==> src/sv/rrts_pkg.sv <==
// ----------------------------------------------------------------------------
// rrts_pkg
// Types, codes and sizes shared by the round-robin task scheduler files.
// ----------------------------------------------------------------------------
package rrts_pkg;

   localparam int QUEUE_DEPTH = 16;
   localparam int PTR_BITS    = (QUEUE_DEPTH > 1) ? $clog2(QUEUE_DEPTH) : 1;
   localparam int CNT_BITS    = PTR_BITS + 1;
   localparam int ID_BITS     = 8;
   localparam logic [7:0] ID_MASK = 8'((1 << ID_BITS) - 1);

   // event kinds
   localparam logic [2:0] KIND_CREATE   = 3'd0;
   localparam logic [2:0] KIND_DISPATCH = 3'd1;
   localparam logic [2:0] KIND_TIMEOUT  = 3'd2;
   localparam logic [2:0] KIND_OCCUR    = 3'd3;
   localparam logic [2:0] KIND_WAIT     = 3'd4;

   // result status
   localparam logic [2:0] ST_OK           = 3'd0;
   localparam logic [2:0] ST_NO_READY     = 3'd1;
   localparam logic [2:0] ST_ALREADY_RUN  = 3'd2;
   localparam logic [2:0] ST_NONE_RUNNING = 3'd3;
   localparam logic [2:0] ST_NONE_BLOCKED = 3'd4;
   localparam logic [2:0] ST_QUEUE_FULL   = 3'd5;

   // register indexes
   localparam logic CSR_QUANTUM   = 1'b0;
   localparam logic CSR_MEM_TOTAL = 1'b1;

   localparam logic [7:0]  QUANTUM_RESET   = 8'd2;
   localparam logic [15:0] MEM_TOTAL_RESET = 16'd100;

   // datapath operations
   localparam logic [3:0] OP_NONE     = 4'd0;
   localparam logic [3:0] OP_CAPTURE  = 4'd1;
   localparam logic [3:0] OP_CREATE   = 4'd2;
   localparam logic [3:0] OP_DISPATCH = 4'd3;
   localparam logic [3:0] OP_RELEASE  = 4'd4;
   localparam logic [3:0] OP_ROTATE   = 4'd5;
   localparam logic [3:0] OP_WAKE     = 4'd6;
   localparam logic [3:0] OP_BLOCK    = 4'd7;
   localparam logic [3:0] OP_ADMIT    = 4'd8;

   typedef struct packed {
      logic [7:0]  id;
      logic [15:0] size;
      logic [15:0] left;
   } task_type;

   typedef struct packed {
      logic [3:0] op;
      logic       set_status;
      logic [2:0] status;
   } dp_cmd_type;

   typedef struct packed {
      logic [2:0] kind;
      logic       new_full;
      logic       ready_empty;
      logic       ready_full;
      logic       blocked_empty;
      logic       blocked_full;
      logic       running;
      logic       finish;
      logic       can_admit;
   } dp_stat_type;

   function automatic logic [PTR_BITS-1:0] ptr_inc(input logic [PTR_BITS-1:0] p);
      logic [PTR_BITS-1:0] r;
      if (p == PTR_BITS'(QUEUE_DEPTH - 1)) r = '0;
      else r = p + PTR_BITS'(1);
      return r;
   endfunction

   function automatic logic [PTR_BITS-1:0] ptr_add(input logic [PTR_BITS-1:0] p,
                                                   input logic [CNT_BITS-1:0] c);
      logic [CNT_BITS-1:0] s;
      s = {1'b0, p} + c;
      if (s >= CNT_BITS'(QUEUE_DEPTH)) s = s - CNT_BITS'(QUEUE_DEPTH);
      return s[PTR_BITS-1:0];
   endfunction

endpackage

==> src/sv/rrts_ctrl.sv <==
// ----------------------------------------------------------------------------
// rrts_ctrl
// Event sequencer: capture, execute, admission walk, result beat.
// ----------------------------------------------------------------------------
module rrts_ctrl (
   input  logic                 clock,
   input  logic                 reset,
   input  logic                 start,
   output logic                 busy,
   output logic                 rsp_valid,
   input  rrts_pkg::dp_stat_type stat,
   output rrts_pkg::dp_cmd_type  cmd
);
   import rrts_pkg::*;

   localparam logic [1:0] S_IDLE  = 2'd0;
   localparam logic [1:0] S_EXEC  = 2'd1;
   localparam logic [1:0] S_ADMIT = 2'd2;
   localparam logic [1:0] S_RESP  = 2'd3;

   logic [1:0] state_ff, state_in;

   always_comb begin
      state_in = state_ff;
      cmd      = '{op: OP_NONE, set_status: 1'b0, status: ST_OK};
      unique case (state_ff)
         S_IDLE: begin
            if (start) begin
               cmd.op   = OP_CAPTURE;
               state_in = S_EXEC;
            end
         end
         S_EXEC: begin
            state_in = S_RESP;
            case (stat.kind)
               KIND_CREATE: begin
                  if (stat.new_full) begin
                     cmd.set_status = 1'b1; cmd.status = ST_QUEUE_FULL;
                  end else begin
                     cmd.op = OP_CREATE; state_in = S_ADMIT;
                  end
               end
               KIND_DISPATCH: begin
                  if (stat.ready_empty) begin
                     cmd.set_status = 1'b1; cmd.status = ST_NO_READY;
                  end else if (stat.running) begin
                     cmd.set_status = 1'b1; cmd.status = ST_ALREADY_RUN;
                  end else cmd.op = OP_DISPATCH;
               end
               KIND_TIMEOUT: begin
                  if (!stat.running) begin
                     cmd.set_status = 1'b1; cmd.status = ST_NONE_RUNNING;
                  end else if (stat.finish) begin
                     cmd.op = OP_RELEASE; state_in = S_ADMIT;
                  end else cmd.op = OP_ROTATE;
               end
               KIND_OCCUR: begin
                  if (stat.blocked_empty) begin
                     cmd.set_status = 1'b1; cmd.status = ST_NONE_BLOCKED;
                  end else if (stat.ready_full) begin
                     cmd.set_status = 1'b1; cmd.status = ST_QUEUE_FULL;
                  end else cmd.op = OP_WAKE;
               end
               KIND_WAIT: begin
                  if (!stat.running) begin
                     cmd.set_status = 1'b1; cmd.status = ST_NONE_RUNNING;
                  end else if (stat.blocked_full) begin
                     cmd.set_status = 1'b1; cmd.status = ST_QUEUE_FULL;
                  end else cmd.op = OP_BLOCK;
               end
               default: ;
            endcase
         end
         S_ADMIT: begin
            if (stat.can_admit) cmd.op = OP_ADMIT;
            else state_in = S_RESP;
         end
         S_RESP: state_in = S_IDLE;
         default: state_in = S_IDLE;
      endcase
   end

   always_ff @(posedge clock) begin
      if (reset) state_ff <= S_IDLE;
      else state_ff <= state_in;
   end

   assign busy      = (state_ff != S_IDLE);
   assign rsp_valid = (state_ff == S_RESP);

endmodule

==> src/sv/rrts_datapath.sv <==
// ----------------------------------------------------------------------------
// rrts_datapath
// Task queues, running slot, free memory, registers and result fields.
// ----------------------------------------------------------------------------
module rrts_datapath (
   input  logic                 clock,
   input  logic                 reset,
   input  rrts_pkg::dp_cmd_type  cmd,
   output rrts_pkg::dp_stat_type stat,
   input  logic [2:0]           req_kind,
   input  logic [7:0]           req_task_id,
   input  logic [15:0]          req_task_size,
   input  logic [15:0]          req_task_time,
   input  logic                 csr_we,
   input  logic                 csr_addr,
   input  logic [15:0]          csr_wdata,
   output logic [2:0]           rsp_status,
   output logic                 rsp_running_valid,
   output logic [7:0]           rsp_running_id,
   output logic                 rsp_released_valid,
   output logic [7:0]           rsp_released_id,
   output logic [15:0]          rsp_memory_free,
   output logic [4:0]           rsp_admitted_count
);
   import rrts_pkg::*;

   task_type new_mem_ff [QUEUE_DEPTH];
   task_type rdy_mem_ff [QUEUE_DEPTH];
   task_type blk_mem_ff [QUEUE_DEPTH];

   logic [PTR_BITS-1:0] new_head_ff, new_head_in, rdy_head_ff, rdy_head_in;
   logic [PTR_BITS-1:0] blk_head_ff, blk_head_in;
   logic [CNT_BITS-1:0] new_cnt_ff, new_cnt_in, rdy_cnt_ff, rdy_cnt_in;
   logic [CNT_BITS-1:0] blk_cnt_ff, blk_cnt_in;

   task_type   run_ff, run_in, req_ff, req_in;
   logic       run_valid_ff, run_valid_in;
   logic [2:0] kind_ff, kind_in;
   logic [15:0] free_ff, free_in;
   logic [7:0]  quantum_ff, quantum_in;
   logic [2:0]  status_ff, status_in;
   logic        rel_valid_ff, rel_valid_in;
   logic [7:0]  rel_id_ff, rel_id_in;
   logic [4:0]  adm_ff, adm_in;

   logic     new_we, rdy_we, blk_we;
   task_type new_wd, rdy_wd, blk_wd, rot;
   task_type new_head, rdy_head, blk_head;
   logic [PTR_BITS-1:0] new_tail, rdy_tail, blk_tail;
   logic [16:0] rel_sum;

   assign new_head = new_mem_ff[new_head_ff];
   assign rdy_head = rdy_mem_ff[rdy_head_ff];
   assign blk_head = blk_mem_ff[blk_head_ff];
   assign new_tail = ptr_add(new_head_ff, new_cnt_ff);
   assign rdy_tail = ptr_add(rdy_head_ff, rdy_cnt_ff);
   assign blk_tail = ptr_add(blk_head_ff, blk_cnt_ff);
   assign rel_sum  = {1'b0, free_ff} + {1'b0, run_ff.size};

   always_comb begin
      new_head_in = new_head_ff; new_cnt_in = new_cnt_ff;
      rdy_head_in = rdy_head_ff; rdy_cnt_in = rdy_cnt_ff;
      blk_head_in = blk_head_ff; blk_cnt_in = blk_cnt_ff;
      run_in = run_ff; run_valid_in = run_valid_ff;
      req_in = req_ff; kind_in = kind_ff;
      free_in = free_ff; quantum_in = quantum_ff;
      status_in = status_ff; rel_valid_in = rel_valid_ff; rel_id_in = rel_id_ff;
      adm_in = adm_ff;
      new_we = 1'b0; rdy_we = 1'b0; blk_we = 1'b0;
      new_wd = req_ff; rdy_wd = new_head; blk_wd = run_ff;
      rot = run_ff;
      rot.left = run_ff.left - {8'd0, quantum_ff};

      case (cmd.op)
         OP_CAPTURE: begin
            kind_in = req_kind;
            req_in  = '{id: req_task_id & ID_MASK, size: req_task_size,
                        left: req_task_time};
            status_in = ST_OK; rel_valid_in = 1'b0; rel_id_in = '0; adm_in = '0;
         end
         OP_CREATE: begin
            new_we = 1'b1; new_cnt_in = new_cnt_ff + CNT_BITS'(1);
         end
         OP_DISPATCH: begin
            run_in = rdy_head; run_valid_in = 1'b1;
            rdy_head_in = ptr_inc(rdy_head_ff); rdy_cnt_in = rdy_cnt_ff - CNT_BITS'(1);
         end
         OP_RELEASE, OP_BLOCK: begin
            if (cmd.op == OP_RELEASE) begin
               free_in = rel_sum[16] ? 16'hFFFF : rel_sum[15:0];
               rel_valid_in = 1'b1; rel_id_in = run_ff.id;
            end else begin
               blk_we = 1'b1; blk_cnt_in = blk_cnt_ff + CNT_BITS'(1);
            end
            if (rdy_cnt_ff != '0) begin
               run_in = rdy_head; run_valid_in = 1'b1;
               rdy_head_in = ptr_inc(rdy_head_ff);
               rdy_cnt_in = rdy_cnt_ff - CNT_BITS'(1);
            end else begin
               run_in = '0; run_valid_in = 1'b0;
            end
         end
         OP_ROTATE: begin
            if (rdy_cnt_ff != '0) begin
               // old head runs, charged task goes to the tail; count unchanged
               run_in = rdy_head; rdy_we = 1'b1; rdy_wd = rot;
               rdy_head_in = ptr_inc(rdy_head_ff);
            end else run_in = rot;
         end
         OP_WAKE: begin
            rdy_we = 1'b1; rdy_wd = blk_head; rdy_cnt_in = rdy_cnt_ff + CNT_BITS'(1);
            blk_head_in = ptr_inc(blk_head_ff); blk_cnt_in = blk_cnt_ff - CNT_BITS'(1);
         end
         OP_ADMIT: begin
            rdy_we = 1'b1; rdy_wd = new_head; rdy_cnt_in = rdy_cnt_ff + CNT_BITS'(1);
            new_head_in = ptr_inc(new_head_ff); new_cnt_in = new_cnt_ff - CNT_BITS'(1);
            free_in = free_ff - new_head.size;
            adm_in = adm_ff + 5'd1;
         end
         default: ;
      endcase

      if (cmd.set_status) status_in = cmd.status;

      if (csr_we) begin
         if (csr_addr == CSR_QUANTUM) quantum_in = csr_wdata[7:0];
         else free_in = csr_wdata;
      end
   end

   always_ff @(posedge clock) begin
      if (new_we) new_mem_ff[new_tail] <= new_wd;
      if (rdy_we) rdy_mem_ff[rdy_tail] <= rdy_wd;
      if (blk_we) blk_mem_ff[blk_tail] <= blk_wd;
      req_ff <= req_in;
      kind_ff <= kind_in;
      status_ff <= status_in;
      rel_id_ff <= rel_id_in;
   end

   always_ff @(posedge clock) begin
      if (reset) begin
         new_head_ff <= '0; new_cnt_ff <= '0;
         rdy_head_ff <= '0; rdy_cnt_ff <= '0;
         blk_head_ff <= '0; blk_cnt_ff <= '0;
         run_ff <= '0; run_valid_ff <= 1'b0;
         free_ff <= MEM_TOTAL_RESET; quantum_ff <= QUANTUM_RESET;
         rel_valid_ff <= 1'b0; adm_ff <= '0;
      end else begin
         new_head_ff <= new_head_in; new_cnt_ff <= new_cnt_in;
         rdy_head_ff <= rdy_head_in; rdy_cnt_ff <= rdy_cnt_in;
         blk_head_ff <= blk_head_in; blk_cnt_ff <= blk_cnt_in;
         run_ff <= run_in; run_valid_ff <= run_valid_in;
         free_ff <= free_in; quantum_ff <= quantum_in;
         rel_valid_ff <= rel_valid_in; adm_ff <= adm_in;
      end
   end

   always_comb begin
      stat.kind          = kind_ff;
      stat.new_full      = (new_cnt_ff >= CNT_BITS'(QUEUE_DEPTH));
      stat.ready_empty   = (rdy_cnt_ff == '0);
      stat.ready_full    = (rdy_cnt_ff >= CNT_BITS'(QUEUE_DEPTH));
      stat.blocked_empty = (blk_cnt_ff == '0);
      stat.blocked_full  = (blk_cnt_ff >= CNT_BITS'(QUEUE_DEPTH));
      stat.running       = run_valid_ff;
      stat.finish        = (run_ff.left <= {8'd0, quantum_ff});
      stat.can_admit     = (new_cnt_ff != '0) && !stat.ready_full &&
                           (new_head.size <= free_ff);
   end

   assign rsp_status         = status_ff;
   assign rsp_running_valid  = run_valid_ff;
   assign rsp_running_id     = run_ff.id;
   assign rsp_released_valid = rel_valid_ff;
   assign rsp_released_id    = rel_id_ff;
   assign rsp_memory_free    = free_ff;
   assign rsp_admitted_count = adm_ff;

endmodule

==> src/sv/round_robin_task_scheduler_top.sv <==
// ----------------------------------------------------------------------------
// round_robin_task_scheduler_top
// Five-state round-robin scheduler: new, ready, blocked queues and a run slot.
// ----------------------------------------------------------------------------
// An event is taken when start is high and busy is low. Each event gives
// exactly one result beat: rsp_valid is high for a single cycle and the
// result ports hold the beat's fields only in that cycle; the receiver must
// take it, there is no back-pressure. An event passes through capture,
// execute and result. A create that queues its task, and a timeout that
// releases one, also walk the new queue one head per cycle, moving tasks
// from new to ready until a head that cannot be admitted stops the
// walk. busy stays high from acceptance until the result cycle ends, so one
// event is in flight at a time. Register writes on the csr_ port take
// effect at once and must only be made while busy is low; writing
// memory_total also reloads the free memory count. Queues come out of reset
// empty; queue storage needs no clearing pass.
// ----------------------------------------------------------------------------
module round_robin_task_scheduler_top (
   input  logic        clock,
   input  logic        reset,
   input  logic        start,
   output logic        busy,
   input  logic [2:0]  req_kind,
   input  logic [7:0]  req_task_id,
   input  logic [15:0] req_task_size,
   input  logic [15:0] req_task_time,
   input  logic        csr_we,
   input  logic        csr_addr,
   input  logic [15:0] csr_wdata,
   output logic        rsp_valid,
   output logic [2:0]  rsp_status,
   output logic        rsp_running_valid,
   output logic [7:0]  rsp_running_id,
   output logic        rsp_released_valid,
   output logic [7:0]  rsp_released_id,
   output logic [15:0] rsp_memory_free,
   output logic [4:0]  rsp_admitted_count
);
   import rrts_pkg::*;

   dp_cmd_type  cmd;
   dp_stat_type stat;

   // sequencer: decides each step from the datapath's flags
   rrts_ctrl u_ctrl (
      .clock     (clock),
      .reset     (reset),
      .start     (start),
      .busy      (busy),
      .rsp_valid (rsp_valid),
      .stat      (stat),
      .cmd       (cmd)
   );

   // queues, run slot, memory count and result registers
   rrts_datapath u_dp (
      .clock              (clock),
      .reset              (reset),
      .cmd                (cmd),
      .stat               (stat),
      .req_kind           (req_kind),
      .req_task_id        (req_task_id),
      .req_task_size      (req_task_size),
      .req_task_time      (req_task_time),
      .csr_we             (csr_we),
      .csr_addr           (csr_addr),
      .csr_wdata          (csr_wdata),
      .rsp_status         (rsp_status),
      .rsp_running_valid  (rsp_running_valid),
      .rsp_running_id     (rsp_running_id),
      .rsp_released_valid (rsp_released_valid),
      .rsp_released_id    (rsp_released_id),
      .rsp_memory_free    (rsp_memory_free),
      .rsp_admitted_count (rsp_admitted_count)
   );

endmodule

==> config.mk <==
export PLATFORM = sky130hd
export DESIGN_NAME = round_robin_task_scheduler_top
export DESIGN_NICKNAME = d
export VERILOG_FILES = /design/src/sv/rrts_pkg.sv /design/src/sv/rrts_ctrl.sv /design/src/sv/rrts_datapath.sv /design/src/sv/round_robin_task_scheduler_top.sv
export SDC_FILE = /design/constraint.sdc
export NUM_CORES = 2
export LEC_CHECK = 0
export ABC_AREA = 0
export BUFFER_PORTS_ARGS = -buffer_cell sky130_fd_sc_hd__buf_2
export CORE_UTILIZATION = 35
export CTS_CLUSTER_DIAMETER = 150
export DETAILED_ROUTE_END_ITERATION = 6
export MAX_ROUTING_LAYER = met4
export SETUP_SLACK_MARGIN = 0.3
export SLEW_MARGIN = 20
export SYNTH_ARGS = -nofsm -noshare
export SYNTH_HDL_FRONTEND = slang
export SYNTH_HIERARCHICAL = 1
export SYNTH_SLANG_ARGS = --single-unit
==> constraint.sdc <==
create_clock -name clock -period 10.5 [get_ports clock]
set_clock_uncertainty 0.15 [all_clocks]
set_input_delay 0.525 -clock clock [delete_from_list [all_inputs] [get_ports clock]]
set_output_delay 0.525 -clock clock [all_outputs]
set_load 0.03 [all_outputs]
==> qor.csv <==
stage,metric,value,unit
yosys,yosys_warnings,6,
hold_path,holdCritStartpoint,csr_addr,
critical_path,biggest_fanout_along_the_worst_timing_path,65,
sta,final.setup.worst_slack,2.45,ns
yosys,syn_area,82100,um2
pwr,totalPowerFinal,17.5,mW
floorplan,std_cell_rows,177,
hold_path,hold-path-cell-count,4,
pwr,leakage,29.1,nW
floorplan,die_y,486,um
grt,largest_net_degree_at_the_start_of_global_routing,102,
placed_design,post-dp-hpwl,129000,um
sta,finalHoldViolations,0,
route,dr_total_vias,40100,
sta,finalSetupViolCount,0,
floorplan,die_area,236000,um2
clock_network,cts-htree-levels,4,
layout,drive_above_1_share,27.5,%
yosys,synth.distinct_cells,67,
route,detailedRoute.firstIterationViolations,4483,
yosys,mappedNetlistNets,4028,
yosys,asyncSetResetFlopFracSynth,0,%
critical_path,worstPathArrival,8.41,ns
clock_network,clkSinkCount,2086,
yosys,yosys_register_bits,2086,
placed_design,placement.io_buffers,107,
route,antenna_left,0,
critical_path,critical_path_required,10.87,ns
sta,timing_max_transition_violations_final,0,
critical_path,regToRegSetupSlack,2.45,ns
layout,finalNetCount,4306,
sta,setup_repair_after_global_routing_missed_its_margin,false,
hold_path,worst_hold_path_type,in2reg,
grt,initial_antenna_violation_count,8,
route,avgRoutedWirePerCell,28.1,um
pwr,vdd_drop_max,0.141,mV
pwr,power.density,185,nW/um2
layout,area_growth_syn_to_layout,15.1,%
critical_path,critPathCaptureType,flip-flop,
yosys,synthesis.area_per_instance,21.1,um2
clock_network,postCtsSetupBuffers,0,
route,drt_wl_total,210000,um
clock_network,cts_clk_pin_slew_worst_paths,0.07,ns
yosys,ys_seq_area_share,75.0,%
floorplan,initial_utilization,35.3,%
layout,layout_common_cells,"1974 x sky130_fd_sc_hd__edfxtp_1, 598 x sky130_fd_sc_hd__mux4_2, 203 x sky130_fd_sc_hd__clkbuf_16",
clock_network,clock_tree_from_tritoncts,yes,
flow_run,cap_violations,0,
grt,grt_util_all_layers,18.3,%
yosys,ys_dominant_reg_cell,sky130_fd_sc_hd__edfxtp_1,
clock_network,cts_made_buffers,202,
critical_path,start_kind,flip-flop,
floorplan,overall_die_width,486,um
yosys,netlist_instances,3881,
sta,fmax,124,MHz
yosys,synth_enable_flop_cells,1974,
placed_design,routability_cong,0.927,
layout,most_frequent_standard_cell_in_the_layout_excluding_fill_and_tap_cells,sky130_fd_sc_hd__edfxtp_1,
placed_design,post-place-ws,2.43,ns
sta,slew-limit-headroom,20.1,%
run_status,run_status,finished clean,
clock_network,clkLatencyLatePin,0.85,ns
route,routed_via_density,5.37,
critical_path,worst-r2r-cell-count,20,
sta,period_minus_slack,8.05,ns
floorplan,core_area,233000,um2
sta,worst-slew-pin-transition,1.19,ns
floorplan,ios,108,
grt,first_global_vias,40700,
route,route.detailed.drc,0,
critical_path,timing.setup.critical_path_class,reg2reg,
clock_network,ctsRootBufferMaster,sky130_fd_sc_hd__clkbuf_16,
route,drt_pre_antenna_iters,5,
hold_path,hold_end,u_dp/quantum_ff[7],
grt,wire_length_of_the_first_global_routing_pass,301000,um
critical_path,worst_reg2reg_endpoint,u_dp/rdy_mem_ff[6][32],
sta,timing.final.crit_share,76.6,%
grt,globalRouteOverflowTotal,0,
sta,timing.setup.tns,0,ns
clock_network,cts_buffer_depth,3,
[synth_stat cells (5+ instances only)]
library cell,n,area [um2]
sky130_fd_sc_hd__edfxtp_1,1974,59300
sky130_fd_sc_hd__mux4_2,598,13500
sky130_fd_sc_hd__nor2_1,177,664
sky130_fd_sc_hd__nand2_1,137,514
sky130_fd_sc_hd__clkbuf_1,121,454
sky130_fd_sc_hd__dfxtp_1,112,2240
sky130_fd_sc_hd__a21oi_1,81,405
sky130_fd_sc_hd__ha_1,74,926
sky130_fd_sc_hd__a22oi_1,73,548
sky130_fd_sc_hd__inv_1,55,206
sky130_fd_sc_hd__o21ai_0,52,260
sky130_fd_sc_hd__buf_2,38,190
sky130_fd_sc_hd__xnor2_1,38,333
sky130_fd_sc_hd__buf_1,30,113
sky130_fd_sc_hd__a211oi_1,29,218
sky130_fd_sc_hd__xor2_1,27,236
sky130_fd_sc_hd__nor3_1,21,105
sky130_fd_sc_hd__nand3_1,19,95.1
sky130_fd_sc_hd__a221oi_1,18,158
sky130_fd_sc_hd__a21o_1,17,128
sky130_fd_sc_hd__and2_1,17,106
sky130_fd_sc_hd__nor2b_1,13,81.3
sky130_fd_sc_hd__nand2b_1,11,68.8
sky130_fd_sc_hd__o21a_1,11,82.6
sky130_fd_sc_hd__buf_4,10,75.1
sky130_fd_sc_hd__fa_1,9,180
sky130_fd_sc_hd__nand3b_1,9,67.6
sky130_fd_sc_hd__o21bai_1,9,67.6
sky130_fd_sc_hd__a31oi_1,8,50.1
sky130_fd_sc_hd__mux2i_1,8,80.1
sky130_fd_sc_hd__nand4_1,8,50.1
sky130_fd_sc_hd__or3_1,8,50.1
sky130_fd_sc_hd__a211o_1,5,43.8
sky130_fd_sc_hd__o22ai_1,5,31.3
sky130_fd_sc_hd__or2_2,5,31.3
[repair_timing]
item / CTS / global route
hold endpoints to repair: 85 / 0
hold buffers: 60 / 0
gates resized for setup: 0 / 0
[per-layer routing]
metal,share of wire [%],vias up,track usage [%]
met1,42,21700,24.4
li1,-,16700,-
met2,49,1398,29.0
met4,3.3,0,6.39
met5,0,-,-
met3,5.7,310,2.33
[per-stage QoR]
step / instance area, um2 / utilization, % / hold WS [ns] / std cells
after global placement: 86900 / 37.3 / 0.300 / 7017
final: 94400 / 40.6 / 0.113 / 7465
after CTS: 94200 / 40.5 / 0.0317 / 7455
after global routing: 94400 / 40.6 / 0.0716 / 7464
after floorplan: 82100 / - / 0.286 / 3881
after detailed placement: 86900 / 37.4 / 0.304 / 7020
[report_power, final]
group / internal [mW] / switching (mW) / leakage [nW] / total, mW
registers: 9.34 / 0.263 / 18.8 / 9.60
clock network: 4.17 / 3.16 / 3.24 / 7.33
logic: 0.187 / 0.383 / 7.10 / 0.570
total: 13.7 / 3.80 / 29.1 / 17.5
[state kept, by name, indices dropped and copies added, names as in the netlist, 5 cells and up, named ones only]
signal	flops
u_dp/blk_mem_ff	640
u_dp/new_mem_ff	640
u_dp/rdy_mem_ff	640
u_dp/new_wd	40
u_dp/blk_wd	32
u_dp/rsp_memory_free	16
u_dp/quantum_ff	8
u_dp/rsp_released_id	8
u_dp/rsp_running_id	8
u_dp/blk_cnt_ff	5
u_dp/new_cnt_ff	5
u_dp/rdy_cnt_ff	5
u_dp/rsp_admitted_count	5
[worst max path at each step]
stage / slack [ns] / endpoint / cells past startpoint / start
floorplan: 2.94 / u_dp/rdy_mem_ff[12][0] / 25 / flip-flop
CTS: 2.47 / u_dp/rdy_mem_ff[15][36] / 20 / flip-flop
detailed placement: 2.43 / u_dp/rdy_mem_ff[15][24] / 21 / flip-flop
global placement: 2.43 / u_dp/rdy_mem_ff[15][25] / 21 / flip-flop
global route: 2.00 / u_dp/rdy_mem_ff[14][36] / 22 / flip-flop
finish: 2.45 / u_dp/rdy_mem_ff[6][32] / 20 / flip-flop
[cells by family (layout without fill, tap and decap cells)]
kind of cell             count (synthesis)  count (layout)  share of synthesized area [%]
AO/OA/AOI/OAI                          339             339                           2.76
XOR/XNOR                                65              65                          0.694
adder cells (fa/ha/maj)                 83              83                           1.35
buffers and inverters                  256             705                           1.28
flip-flops                            2086            2086                           75.0
multiplexers                           607             607                           16.5
other                                    0               3                              0
AND/OR/NAND/NOR                        445             445                           2.42
[area by class of cell]
| class | count | area [um2] |
|---|---|---|
| Fill cell | 20300 | 138000 |
| Sequential cell | 2086 | 61600 |
| Multi-Input combinational cell | 1539 | 19900 |
| Clock buffer | 241 | 5230 |
| Tap cell | 3132 | 3920 |
| Timing Repair Buffer | 274 | 2150 |
| Clock inverter | 134 | 1470 |
| Inverter | 56 | 210 |
| Antenna cell | 3 | 7.51 |
[critical path, stage by stage (launching register included)]
cell	delay, ns
sky130_fd_sc_hd__dfxtp_4	0.88
sky130_fd_sc_hd__buf_4	0.88
sky130_fd_sc_hd__mux4_2	0.41
sky130_fd_sc_hd__mux4_2	0.54
sky130_fd_sc_hd__inv_1	0.10
sky130_fd_sc_hd__ha_1	0.26
sky130_fd_sc_hd__a21oi_1	0.20
sky130_fd_sc_hd__o21ai_0	0.16
sky130_fd_sc_hd__o21ai_0	0.21
sky130_fd_sc_hd__a21oi_1	0.09
sky130_fd_sc_hd__o31a_1	0.26
sky130_fd_sc_hd__nand2_1	0.10
sky130_fd_sc_hd__nor2_1	0.14
sky130_fd_sc_hd__nor2b_1	0.56
sky130_fd_sc_hd__nand2_1	0.43
sky130_fd_sc_hd__nand2_1	0.29
sky130_fd_sc_hd__inv_1	0.16
sky130_fd_sc_hd__nand2_1	0.14
sky130_fd_sc_hd__nand3b_1	0.34
sky130_fd_sc_hd__nor2_4	0.89
sky130_fd_sc_hd__buf_4	0.43
Note: power is estimated with default switching activity, not from simulation.
